## config.mk

```make
export PLATFORM = sky130hd
export DESIGN_NAME = moving_average_position_gate
export DESIGN_NICKNAME = d
export VERILOG_FILES = /design/src/sv/mapg_pkg.sv /design/src/sv/mapg_div.sv /design/src/sv/mapg_sqrt.sv /design/src/sv/mapg_dp.sv /design/src/sv/mapg_ctrl.sv /design/src/sv/moving_average_position_gate.sv
export SDC_FILE = /design/constraint.sdc
export NUM_CORES = 2
export LEC_CHECK = 0
export ABC_AREA = 1
export BUFFER_PORTS_ARGS = -buffer_cell sky130_fd_sc_hd__buf_2
export CAP_MARGIN = 20
export CORE_ASPECT_RATIO = 1.1
export CORE_MARGIN = 2
export CORE_UTILIZATION = 63
export DETAILED_ROUTE_END_ITERATION = 7
export PLACE_DENSITY_LB_ADDON = 0.1
export SYNTH_ARGS = -nofsm -noshare
export SYNTH_HDL_FRONTEND = slang
export SYNTH_SLANG_ARGS = --single-unit
```

## constraint.sdc

```tcl
create_clock -name clk -period 10.9 [get_ports clk]
set_input_delay 2.725 -clock clk [delete_from_list [all_inputs] [get_ports clk]]
set_output_delay 2.725 -clock clk [all_outputs]
set_load 0.005 [all_outputs]
```

## src/sv/mapg_pkg.sv

```systemverilog
// ---------------------------------------------------------------------------
// mapg_pkg
// Shared types and constants for the moving-average position gate.
// ---------------------------------------------------------------------------
package mapg_pkg;

  localparam int COORD_BITS  = 24;
  localparam int MAX_HISTORY = 16;
  localparam int HIST_IW     = 4;
  localparam int CNT_W       = 5;
  localparam int SCORE_W     = 16;
  localparam int CONF_W      = 17;
  localparam int SUM_W       = COORD_BITS + HIST_IW;
  localparam int DIFF_W      = COORD_BITS + 6;
  localparam int MAG_W       = DIFF_W - 1;
  localparam int SQ_W        = 2 * MAG_W;
  localparam int RAD_W       = 60;
  localparam int ROOT_W      = RAD_W / 2;
  localparam int DVD_W       = 31;
  localparam int IN_DATA_W   = 88;
  localparam int IN_USER_W   = 2;
  localparam int OUT_DATA_W  = 96;
  localparam int OUT_USER_W  = 3;
  localparam int CFG_AW      = 2;
  localparam int CFG_DW      = 24;

  localparam logic [CFG_AW-1:0] CFG_ACC_SCORE = 2'd0;
  localparam logic [CFG_AW-1:0] CFG_DIV_LIMIT = 2'd1;
  localparam logic [CFG_AW-1:0] CFG_HIST_TERM = 2'd2;

  typedef enum logic [1:0] {
    OUTC_OK   = 2'd0,
    OUTC_NONE = 2'd1,
    OUTC_POOR = 2'd2,
    OUTC_FAR  = 2'd3
  } outcome_t;

  typedef enum logic [3:0] {
    ST_IDLE,
    ST_CHECK,
    ST_SUM,
    ST_SQUARE,
    ST_ROOT_GO,
    ST_ROOT_WAIT,
    ST_SCALE_WAIT,
    ST_DECIDE,
    ST_CONF_WAIT
  } state_t;

  typedef struct packed {
    logic load_in;
    logic sum_step;
    logic sq_step;
    logic root_start;
    logic div_start_root;
    logic div_start_conf;
    logic div_store;
    logic finish;
  } cmd_t;

  typedef struct packed {
    logic usable;
    logic n_zero;
    logic frame_end;
    logic sum_last;
    logic sq_last;
    logic root_done;
    logic div_done;
    logic out_busy;
    logic need_conf;
  } sts_t;

endpackage

```

## src/sv/mapg_div.sv

```systemverilog
// ---------------------------------------------------------------------------
// mapg_div
// Restoring divider, one quotient bit per cycle.
// ---------------------------------------------------------------------------
module mapg_div (
  input  logic                           clk,
  input  logic                           rst_n,
  input  logic                           start,
  input  logic [mapg_pkg::DVD_W-1:0]     dividend,
  input  logic [mapg_pkg::SCORE_W-1:0]   divisor,
  output logic                           done,
  output logic [mapg_pkg::DVD_W-1:0]     quot
);
  import mapg_pkg::*;

  logic                busy_r;
  logic                done_r;
  logic [4:0]          cnt_r;
  logic [SCORE_W-1:0]  rem_r, rem_nxt;
  logic [DVD_W-1:0]    q_r, q_nxt;
  logic [SCORE_W-1:0]  dsr_r;
  logic [SCORE_W:0]    sh;
  logic                ge;

  always_comb begin
    sh      = {rem_r, q_r[DVD_W-1]};
    ge      = sh >= {1'b0, dsr_r};
    rem_nxt = ge ? SCORE_W'(sh - {1'b0, dsr_r}) : sh[SCORE_W-1:0];
    q_nxt   = {q_r[DVD_W-2:0], ge};
  end

  always_ff @(posedge clk) begin
    if (!rst_n) begin
      busy_r <= 1'b0;
      done_r <= 1'b0;
      cnt_r  <= '0;
    end else begin
      done_r <= 1'b0;
      if (start) begin
        busy_r <= 1'b1;
        cnt_r  <= '0;
      end else if (busy_r) begin
        cnt_r <= cnt_r + 5'd1;
        if (cnt_r == 5'(DVD_W - 1)) begin
          busy_r <= 1'b0;
          done_r <= 1'b1;
        end
      end
    end
  end

  always_ff @(posedge clk) begin
    if (start) begin
      rem_r <= '0;
      q_r   <= dividend;
      dsr_r <= divisor;
    end else if (busy_r) begin
      rem_r <= rem_nxt;
      q_r   <= q_nxt;
    end
  end

  assign done = done_r;
  assign quot = q_r;

endmodule

```

## src/sv/mapg_sqrt.sv

```systemverilog
// ---------------------------------------------------------------------------
// mapg_sqrt
// Integer square root, one root bit per cycle.
// ---------------------------------------------------------------------------
module mapg_sqrt (
  input  logic                         clk,
  input  logic                         rst_n,
  input  logic                         start,
  input  logic [mapg_pkg::RAD_W-1:0]   rad,
  output logic                         done,
  output logic [mapg_pkg::ROOT_W-1:0]  root
);
  import mapg_pkg::*;

  logic                busy_r;
  logic                done_r;
  logic [4:0]          cnt_r;
  logic [RAD_W-1:0]    rad_r;
  logic [ROOT_W+1:0]   rem_r, rem_nxt;
  logic [ROOT_W-1:0]   root_r, root_nxt;
  logic [ROOT_W+3:0]   sh;
  logic [ROOT_W+3:0]   trial;
  logic                ge;

  always_comb begin
    sh       = {rem_r, rad_r[RAD_W-1:RAD_W-2]};
    trial    = {2'b00, root_r, 2'b01};
    ge       = sh >= trial;
    rem_nxt  = ge ? (ROOT_W+2)'(sh - trial) : sh[ROOT_W+1:0];
    root_nxt = {root_r[ROOT_W-2:0], ge};
  end

  always_ff @(posedge clk) begin
    if (!rst_n) begin
      busy_r <= 1'b0;
      done_r <= 1'b0;
      cnt_r  <= '0;
    end else begin
      done_r <= 1'b0;
      if (start) begin
        busy_r <= 1'b1;
        cnt_r  <= '0;
      end else if (busy_r) begin
        cnt_r <= cnt_r + 5'd1;
        if (cnt_r == 5'(ROOT_W - 1)) begin
          busy_r <= 1'b0;
          done_r <= 1'b1;
        end
      end
    end
  end

  always_ff @(posedge clk) begin
    if (start) begin
      rad_r  <= rad;
      rem_r  <= '0;
      root_r <= '0;
    end else if (busy_r) begin
      rad_r  <= {rad_r[RAD_W-3:0], 2'b00};
      rem_r  <= rem_nxt;
      root_r <= root_nxt;
    end
  end

  assign done = done_r;
  assign root = root_r;

endmodule

```

## src/sv/mapg_dp.sv

```systemverilog
// ---------------------------------------------------------------------------
// mapg_dp
// Datapath: registers, history, best pick, distance units, result register.
// ---------------------------------------------------------------------------
module mapg_dp (
  input  logic                             clk,
  input  logic                             rst_n,
  input  logic [mapg_pkg::IN_DATA_W-1:0]   in_tdata,
  input  logic [mapg_pkg::IN_USER_W-1:0]   in_tuser,
  input  logic                             in_tlast,
  input  logic                             cfg_we,
  input  logic [mapg_pkg::CFG_AW-1:0]      cfg_addr,
  input  logic [mapg_pkg::CFG_DW-1:0]      cfg_wdata,
  input  mapg_pkg::cmd_t                   cmd,
  output mapg_pkg::sts_t                   sts,
  input  logic                             out_tready,
  output logic                             out_tvalid,
  output logic [mapg_pkg::OUT_DATA_W-1:0]  out_tdata,
  output logic [mapg_pkg::OUT_USER_W-1:0]  out_tuser
);
  import mapg_pkg::*;

  logic [SCORE_W-1:0]    acc_r;
  logic [COORD_BITS-1:0] lim_r;
  logic [CNT_W-1:0]      term_r;
  logic [CNT_W-1:0]      term_eff;

  logic signed [COORD_BITS-1:0] hx_r [MAX_HISTORY];
  logic signed [COORD_BITS-1:0] hy_r [MAX_HISTORY];
  logic signed [COORD_BITS-1:0] hz_r [MAX_HISTORY];
  logic [CNT_W-1:0]      hcnt_r;

  logic                  bvalid_r;
  logic [SCORE_W-1:0]    bscore_r;
  logic signed [COORD_BITS-1:0] bx_r, by_r, bz_r;
  logic [COORD_BITS-1:0] bdiv_r;
  logic                  last_r, none_r, usable_r;

  logic [CNT_W-1:0]      n_r;
  logic [HIST_IW-1:0]    idx_r;
  logic signed [SUM_W-1:0] sx_r, sy_r, sz_r;
  logic [2:0]            sq_idx_r;
  logic [MAG_W-1:0]      mag_r;
  logic [SQ_W-1:0]       prod_r;
  logic [RAD_W-1:0]      dsq_r;

  logic                  oval_r;
  logic [OUT_DATA_W-1:0] odata_r;
  logic [OUT_USER_W-1:0] ouser_r;

  // input decode
  logic signed [COORD_BITS-1:0] i_x, i_y, i_z;
  logic [SCORE_W-1:0]    i_score;
  logic                  i_conv, i_none;
  logic [SCORE_W-1:0]    bound;
  logic                  usable;
  logic [CNT_W-1:0]      n_calc;

  assign i_x     = in_tdata[23:0];
  assign i_y     = in_tdata[47:24];
  assign i_z     = in_tdata[71:48];
  assign i_score = in_tdata[87:72];
  assign i_conv  = in_tuser[0];
  assign i_none  = in_tuser[1];
  assign bound   = bvalid_r ? bscore_r : '1;
  assign usable  = !i_none && i_conv && (i_score < bound);

  always_comb begin
    if (term_r == '0) term_eff = CNT_W'(1);
    else if (term_r > CNT_W'(MAX_HISTORY)) term_eff = CNT_W'(MAX_HISTORY);
    else term_eff = term_r;
    n_calc = (hcnt_r > term_eff) ? term_eff : hcnt_r;
  end

  // distance arithmetic
  logic signed [COORD_BITS-1:0] t_sel;
  logic signed [SUM_W-1:0]      s_sel;
  logic signed [DIFF_W-1:0]     nt, diff;
  logic [MAG_W-1:0]             mag;

  always_comb begin
    case (sq_idx_r)
      3'd0:    begin t_sel = bx_r; s_sel = sx_r; end
      3'd1:    begin t_sel = by_r; s_sel = sy_r; end
      default: begin t_sel = bz_r; s_sel = sz_r; end
    endcase
    nt   = $signed({{(DIFF_W-CNT_W){1'b0}}, n_r})
         * $signed({{(DIFF_W-COORD_BITS){t_sel[COORD_BITS-1]}}, t_sel});
    diff = nt - $signed({{(DIFF_W-SUM_W){s_sel[SUM_W-1]}}, s_sel});
    mag  = diff[DIFF_W-1] ? MAG_W'(-diff) : diff[MAG_W-1:0];
  end

  // arithmetic units (divider shared by scale and confidence)
  logic                 root_done, div_done;
  logic [ROOT_W-1:0]    root;
  logic [DVD_W-1:0]     quot, dvd;
  logic [SCORE_W-1:0]   dsr;

  assign dvd = cmd.div_start_conf ? {acc_r, 15'b0} : {1'b0, root};
  assign dsr = cmd.div_start_conf ? bscore_r : {{(SCORE_W-CNT_W){1'b0}}, n_r};

  mapg_sqrt u_sqrt (
    .clk   (clk),
    .rst_n (rst_n),
    .start (cmd.root_start),
    .rad   (dsq_r),
    .done  (root_done),
    .root  (root)
  );

  mapg_div u_div (
    .clk      (clk),
    .rst_n    (rst_n),
    .start    (cmd.div_start_root | cmd.div_start_conf),
    .dividend (dvd),
    .divisor  (dsr),
    .done     (div_done),
    .quot     (quot)
  );

  // frame decision
  logic     acc_ok, far, found, conf_one, push;
  outcome_t outc;
  logic [CONF_W-1:0] conf;

  always_comb begin
    acc_ok   = bvalid_r && (bscore_r <= acc_r);
    far      = bdiv_r >= lim_r;
    found    = !none_r && acc_ok && !far;
    push     = !none_r && acc_ok;
    conf_one = (bscore_r == '0) || ({bscore_r, 1'b0} < {1'b0, acc_r});
    if (none_r || !bvalid_r) outc = OUTC_NONE;
    else if (!acc_ok) outc = OUTC_POOR;
    else if (far) outc = OUTC_FAR;
    else outc = OUTC_OK;
    if (!found) conf = '0;
    else if (conf_one) conf = CONF_W'(65536);
    else conf = quot[CONF_W-1:0];
  end

  always_comb begin
    sts.usable    = usable_r;
    sts.n_zero    = (n_r == '0);
    sts.frame_end = last_r || none_r;
    sts.sum_last  = ({1'b0, idx_r} == CNT_W'(n_r - CNT_W'(1)));
    sts.sq_last   = (sq_idx_r == 3'd4);
    sts.root_done = root_done;
    sts.div_done  = div_done;
    sts.out_busy  = oval_r;
    sts.need_conf = found && !conf_one;
  end

  // control state
  always_ff @(posedge clk) begin
    if (!rst_n) begin
      acc_r    <= SCORE_W'(49);
      lim_r    <= COORD_BITS'(8192);
      term_r   <= CNT_W'(10);
      hcnt_r   <= '0;
      bvalid_r <= 1'b0;
      oval_r   <= 1'b0;
    end else begin
      if (cfg_we) begin
        unique case (cfg_addr)
          CFG_ACC_SCORE: acc_r  <= cfg_wdata[SCORE_W-1:0];
          CFG_DIV_LIMIT: lim_r  <= cfg_wdata[COORD_BITS-1:0];
          CFG_HIST_TERM: term_r <= cfg_wdata[CNT_W-1:0];
          default: ;
        endcase
      end
      if (cmd.load_in && usable) bvalid_r <= 1'b1;
      if (oval_r && out_tready) oval_r <= 1'b0;
      if (cmd.finish) begin
        bvalid_r <= 1'b0;
        oval_r   <= 1'b1;
        if (push) hcnt_r <= (hcnt_r < term_eff) ? hcnt_r + CNT_W'(1) : term_eff;
      end
    end
  end

  // payload
  always_ff @(posedge clk) begin
    if (cmd.load_in) begin
      last_r   <= in_tlast;
      none_r   <= i_none;
      usable_r <= usable;
      n_r      <= n_calc;
      idx_r    <= '0;
      sx_r     <= '0;
      sy_r     <= '0;
      sz_r     <= '0;
      sq_idx_r <= '0;
      dsq_r    <= '0;
      if (usable) begin
        bscore_r <= i_score;
        bx_r     <= i_x;
        by_r     <= i_y;
        bz_r     <= i_z;
        bdiv_r   <= '0;
      end
    end
    if (cmd.sum_step) begin
      sx_r  <= sx_r + SUM_W'(hx_r[idx_r]);
      sy_r  <= sy_r + SUM_W'(hy_r[idx_r]);
      sz_r  <= sz_r + SUM_W'(hz_r[idx_r]);
      idx_r <= idx_r + HIST_IW'(1);
    end
    // abs diff, square and accumulate run as three stages per axis
    if (cmd.sq_step) begin
      mag_r  <= mag;
      prod_r <= mag_r * mag_r;
      if (sq_idx_r >= 3'd2) dsq_r <= dsq_r + RAD_W'(prod_r);
      sq_idx_r <= sq_idx_r + 3'd1;
    end
    if (cmd.div_store) begin
      bdiv_r <= (quot[DVD_W-1:COORD_BITS] != '0) ? '1 : quot[COORD_BITS-1:0];
    end
    if (cmd.finish && push) begin
      for (int i = 0; i < MAX_HISTORY; i++) begin
        if (i == 0) begin
          hx_r[i] <= bx_r;
          hy_r[i] <= by_r;
          hz_r[i] <= bz_r;
        end else if (CNT_W'(i) < term_eff) begin
          hx_r[i] <= hx_r[i-1];
          hy_r[i] <= hy_r[i-1];
          hz_r[i] <= hz_r[i-1];
        end
      end
    end
    if (cmd.finish) begin
      odata_r <= {7'b0, conf,
                  found ? bz_r : COORD_BITS'(0),
                  found ? by_r : COORD_BITS'(0),
                  found ? bx_r : COORD_BITS'(0)};
      ouser_r <= {outc, found};
    end
  end

  assign out_tvalid = oval_r;
  assign out_tdata  = odata_r;
  assign out_tuser  = ouser_r;

endmodule

```

## src/sv/mapg_ctrl.sv

```systemverilog
// ---------------------------------------------------------------------------
// mapg_ctrl
// Sequencer: steps one transaction through check, sum, square, root, scale, decide.
// ---------------------------------------------------------------------------
module mapg_ctrl (
  input  logic             clk,
  input  logic             rst_n,
  input  logic             in_tvalid,
  output logic             in_tready,
  output mapg_pkg::cmd_t   cmd,
  input  mapg_pkg::sts_t   sts
);
  import mapg_pkg::*;

  state_t state_r, state_nxt;

  always_ff @(posedge clk) begin
    if (!rst_n) begin
      state_r <= ST_IDLE;
    end else begin
      state_r <= state_nxt;
    end
  end

  always_comb begin
    state_nxt = state_r;
    cmd       = '0;
    in_tready = 1'b0;
    unique case (state_r)
      ST_IDLE: begin
        in_tready = 1'b1;
        if (in_tvalid) begin
          cmd.load_in = 1'b1;
          state_nxt   = ST_CHECK;
        end
      end
      ST_CHECK: begin
        if (sts.usable && !sts.n_zero) state_nxt = ST_SUM;
        else if (sts.frame_end) state_nxt = ST_DECIDE;
        else state_nxt = ST_IDLE;
      end
      ST_SUM: begin
        cmd.sum_step = 1'b1;
        if (sts.sum_last) state_nxt = ST_SQUARE;
      end
      ST_SQUARE: begin
        cmd.sq_step = 1'b1;
        if (sts.sq_last) state_nxt = ST_ROOT_GO;
      end
      ST_ROOT_GO: begin
        cmd.root_start = 1'b1;
        state_nxt      = ST_ROOT_WAIT;
      end
      ST_ROOT_WAIT: begin
        if (sts.root_done) begin
          cmd.div_start_root = 1'b1;
          state_nxt          = ST_SCALE_WAIT;
        end
      end
      ST_SCALE_WAIT: begin
        if (sts.div_done) begin
          cmd.div_store = 1'b1;
          state_nxt     = sts.frame_end ? ST_DECIDE : ST_IDLE;
        end
      end
      ST_DECIDE: begin
        if (!sts.out_busy) begin
          if (sts.need_conf) begin
            cmd.div_start_conf = 1'b1;
            state_nxt          = ST_CONF_WAIT;
          end else begin
            cmd.finish = 1'b1;
            state_nxt  = ST_IDLE;
          end
        end
      end
      ST_CONF_WAIT: begin
        if (sts.div_done) begin
          cmd.finish = 1'b1;
          state_nxt  = ST_IDLE;
        end
      end
      default: state_nxt = ST_IDLE;
    endcase
  end

endmodule

```

## src/sv/moving_average_position_gate.sv

```systemverilog
// ---------------------------------------------------------------------------
// moving_average_position_gate
// Gates per-frame object position picks against a moving-average history.
// ---------------------------------------------------------------------------
// channel  dir  handshake          payload
// in_      in   tvalid/tready      tdata x,y,z,score; tuser converged,no_cand
// out_     out  tvalid/tready      tdata x,y,z,confidence; tuser found,outcome
// cfg_     in   we                 addr, wdata
//
// One transaction at a time; each is accepted and then checked. A candidate that
// replaces the pick runs the history sum over the n averaged entries, the squares,
// the bit-serial root and the scaling divide (all skipped when n is 0). A frame
// end adds a decide step and, when the confidence is not above one, its divide.
// Synchronous active-low reset; a pending result holds only the decide step.
// ---------------------------------------------------------------------------
module moving_average_position_gate (
  input  logic                             clk,
  input  logic                             rst_n,
  input  logic                             in_tvalid,
  output logic                             in_tready,
  input  logic [mapg_pkg::IN_DATA_W-1:0]   in_tdata,   // pos_x, pos_y, pos_z, fit_score
  input  logic [mapg_pkg::IN_USER_W-1:0]   in_tuser,   // converged, no_candidate
  input  logic                             in_tlast,
  output logic                             out_tvalid,
  input  logic                             out_tready,
  output logic [mapg_pkg::OUT_DATA_W-1:0]  out_tdata,  // obj_x, obj_y, obj_z, confidence
  output logic [mapg_pkg::OUT_USER_W-1:0]  out_tuser,  // found, outcome
  input  logic                             cfg_we,
  input  logic [mapg_pkg::CFG_AW-1:0]      cfg_addr,
  input  logic [mapg_pkg::CFG_DW-1:0]      cfg_wdata
);
  import mapg_pkg::*;

  cmd_t cmd;
  sts_t sts;

  mapg_ctrl u_ctrl (
    .clk       (clk),
    .rst_n     (rst_n),
    .in_tvalid (in_tvalid),
    .in_tready (in_tready),
    .cmd       (cmd),
    .sts       (sts)
  );

  mapg_dp u_dp (
    .clk        (clk),
    .rst_n      (rst_n),
    .in_tdata   (in_tdata),
    .in_tuser   (in_tuser),
    .in_tlast   (in_tlast),
    .cfg_we     (cfg_we),
    .cfg_addr   (cfg_addr),
    .cfg_wdata  (cfg_wdata),
    .cmd        (cmd),
    .sts        (sts),
    .out_tready (out_tready),
    .out_tvalid (out_tvalid),
    .out_tdata  (out_tdata),
    .out_tuser  (out_tuser)
  );

endmodule
```

==> impl_metrics.env <==
export IMPL_route_detailed_drc=0
export IMPL_first_pass_grt_wire_length_um=510000
export IMPL_place_worst_setup_slack_ps=3170
export IMPL_cts_resized=0
export IMPL_setup_cp_type="reg -> reg"
export IMPL_numClockSinks=1860
export IMPL_run_status="finished clean"
export IMPL_vias_per_cell=5.91
export IMPL_critPathMaxFanout=29
export IMPL_timing_critical_path_mode_cell="fa_1"
export IMPL_design_area_um2=126000
export IMPL_core_rowCount=165
export IMPL_final_period_utilization=0.718
export IMPL_syn_mean_instance_area_um2=9.91
export IMPL_final_setup_viol_count=0
export IMPL_dieArea_um2=189000
export IMPL_dpl_cell_area_um2=120000
export IMPL_place_detailed_hpwl_um=239000
export IMPL_chipWidth_um=414
export IMPL_cts_max_path_buffers=3
export IMPL_drt_first_iter_violations=8530
export IMPL_min_delay_start="u_dp.hz_r[8][16]"
export IMPL_max_stage_delay_ps=690
export IMPL_first_global_vias=87000
export IMPL_hold_violations=0
export IMPL_htreeDepth=4
export IMPL_crit_path_top_delay_cell="o211ai_1"
export IMPL_clock_tree_root="clkbuf_16"
export IMPL_post_drt_wl_per_cell_um=22.9
export IMPL_yosys_most_used_dff="edfxtp_1"
export IMPL_place_congestion=1.00
export IMPL_skew_ps=79.6
export IMPL_drive_gt1_frac=0.0611
export IMPL_design_core_area_um2=184000
export IMPL_fillerInstances=14100
export IMPL_floorplan_initialDensity=0.635
export IMPL_post_route_worst_setup_slack_ps=3070
export IMPL_rsz0062_at_grt="no"
export IMPL_worst_setup_path_end_kind="register"
export IMPL_cts_setup_buffers=0
export IMPL_tightestPinTransition_ps=1190
export IMPL_drt_total_wl_um=331000
export IMPL_cts_clk_slew_worst_paths_ps=60
export IMPL_number_of_hold_repair_buffers_added_at_the_cts_stage=0
export IMPL_grt_antenna_before_repair=7
export IMPL_nets=13300
export IMPL_clk_latency_ps=880
export IMPL_grt_start_max_net_pins=187
export IMPL_yosysSeqAreaShare=0.460
export IMPL_async_reset_ff_frac=0
export IMPL_vias=85400
export IMPL_yosysWarningCount=0
export IMPL_fp_dieH_um=455
export IMPL_synthDistinctLibCells=67
export IMPL_final_period_minus_worst_setup_slack_ps=7830
export IMPL_tritoncts_num_buffers=186
export IMPL_hold_worst_slack_ps=392
export IMPL_netlist_area_um2=117000
export IMPL_residual_antenna_violating_net_count_after_detailed_routing=0
export IMPL_io_pins=223
export IMPL_drt_pass1_iter_count=6
export IMPL_r2r_start="u_dp.mag_r[15]"
export IMPL_hold_path_cell_count=0
export IMPL_area_delta_synth_final_pct=8.25
export IMPL_logic_depth_of_the_worst_register_to_register_path=24
export IMPL_critical_path_startpoint_type="register"
export IMPL_timing_critical_path_cells="buf_4, nand2_1, fa_1, inv_1, fa_1, inv_1, fa_1, fa_1, fa_1, inv_1, fa_1, fa_1, inv_1, fa_1, inv_1, ha_1, nand2_1, nor2_1, nand4_1, o211ai_1, nand2_1, nand2_1, a21oi_1, xor2_1"
export IMPL_timing_final_max_slew_violations=0
export IMPL_tns_ps=0
export IMPL_crit_start="u_dp.mag_r[15]"
export IMPL_synth_enable_flop_cells=1648
export IMPL_worst_hold_path_type="reg -> reg"
export IMPL_grt_util_all_layers=0.352
export IMPL_tritoncts="yes"
export IMPL_numPortBuffers=215
export IMPL_relSlewSlack=0.199
export IMPL_arrival_ps=8430
export IMPL_cp_required_ps=11510
export IMPL_yosys_register_bits=1860
export IMPL_max_cap_violations=0
export IMPL_synthCells=11800
export IMPL_timing_fmax_ghz=0.128
export IMPL_overflow=0
==> layout by cell type, fill, tap and decap left out, drive strengths merged, types with 8 or more instances in the layout <==
cell type	n
inv	2217
nand2	1841
edfxtp	1648
nor2	836
a21oi	802
o21ai	790
fa	755
ha	582
nand3	352
o211ai	344
buf	329
mux2i	289
clkbuf	245
dfxtp	212
xor2	113
clkinv	91
nor3	71
nand4	67
xnor2	60
a21o	47
o21bai	35
or2	32
o21a	30
o31ai	29
a22oi	29
a31oi	28
o221ai	27
nor4	22
nand3b	18
bufinv	13
a21boi	12
diode	8
==> cells by family after synthesis <==
group / share of synthesized area
muxes: 0.0248
buffers and inverters: 0.0871
other: 0.0000321
and+or+nand+nor: 0.114
AOI/OAI and AO/OA: 0.108
xor gates and xnor gates: 0.0130
DFF: 0.460
adders and majority gates: 0.192
==> worst max-delay path, delay by kind of cell (launching register included) <==
kind | cells | cell delay (ps)
compound gates | 2 | 780
xor+xnor | 1 | 180
fa+ha+maj | 9 | 4560
buf+inv | 6 | 670
flops | 1 | 320
simple gates | 6 | 1040
==> worst paths after layout <==
check,slack (ps),to
max,3070,u_dp.prod_r[46]
min,390,u_dp.hz_r[9][16]
max reg2reg,3070,u_dp.prod_r[46]
min reg2reg,390,u_dp.hz_r[9][16]
==> area by class of cell <==
type / instances / area (um2) / share of cell area
clock buffer: 245 / 5060 / 0.0401
tap: 2421 / 3030 / 0.0240
timing repair buffer: 329 / 2020 / 0.0160
antenna: 8 / 20.0 / 0.000158
multi-input combinational: 7266 / 53000 / 0.420
clock inverter: 107 / 1100 / 0.00873
inverter: 2220 / 8350 / 0.0661
sequential: 1860 / 53700 / 0.425
==> per-layer routing <==
layer / routed length (um) / track usage
met5: 0 / 0
met4: 22500 / 0.208
met3: 23700 / 0.0500
met2: 159000 / 0.585
met1: 126000 / 0.443
==> per-stage QoR <==
step / instances / utilization
finish: 14500 / 0.687
global route: 14500 / 0.687
CTS: 14400 / 0.687
detailed placement: 14100 / 0.653
global placement: 14100 / 0.653
floorplan: 11800 / -
==> synthesized netlist by cell type, types with 289 or more instances <==
library cell,count,share of area
nand3_1,344,0.015
mux2i_1,289,0.025
nand2_1,1820,0.059
o211ai_1,344,0.022
a21oi_1,799,0.034
clkbuf_1,298,0.0096
nor2_1,821,0.026
edfxtp_1,1648,0.42
inv_1,2202,0.071
o21ai_0,777,0.033
fa_1,755,0.13
ha_1,582,0.062
==> sequential cells by signal, summed over array words and instances (netlist names), 28 cells and up, named ones only <==
register           cells
u_dp.dsq_r            60
u_dp.hx_r            384
u_dp.hy_r            384
u_dp.hz_r            384
u_dp.mag_r            29
u_dp.out_tdata        89
u_dp.prod_r           57
u_dp.sx_r             28
u_dp.sy_r             28
u_dp.sz_r             28
u_dp.u_div.quot       31
u_dp.u_sqrt.rad_r     60
u_dp.u_sqrt.rem_r     32
u_dp.u_sqrt.root      30
Power is not shown: default switching activity piles up to over one toggle a cycle in this logic, so the estimate is an artifact.
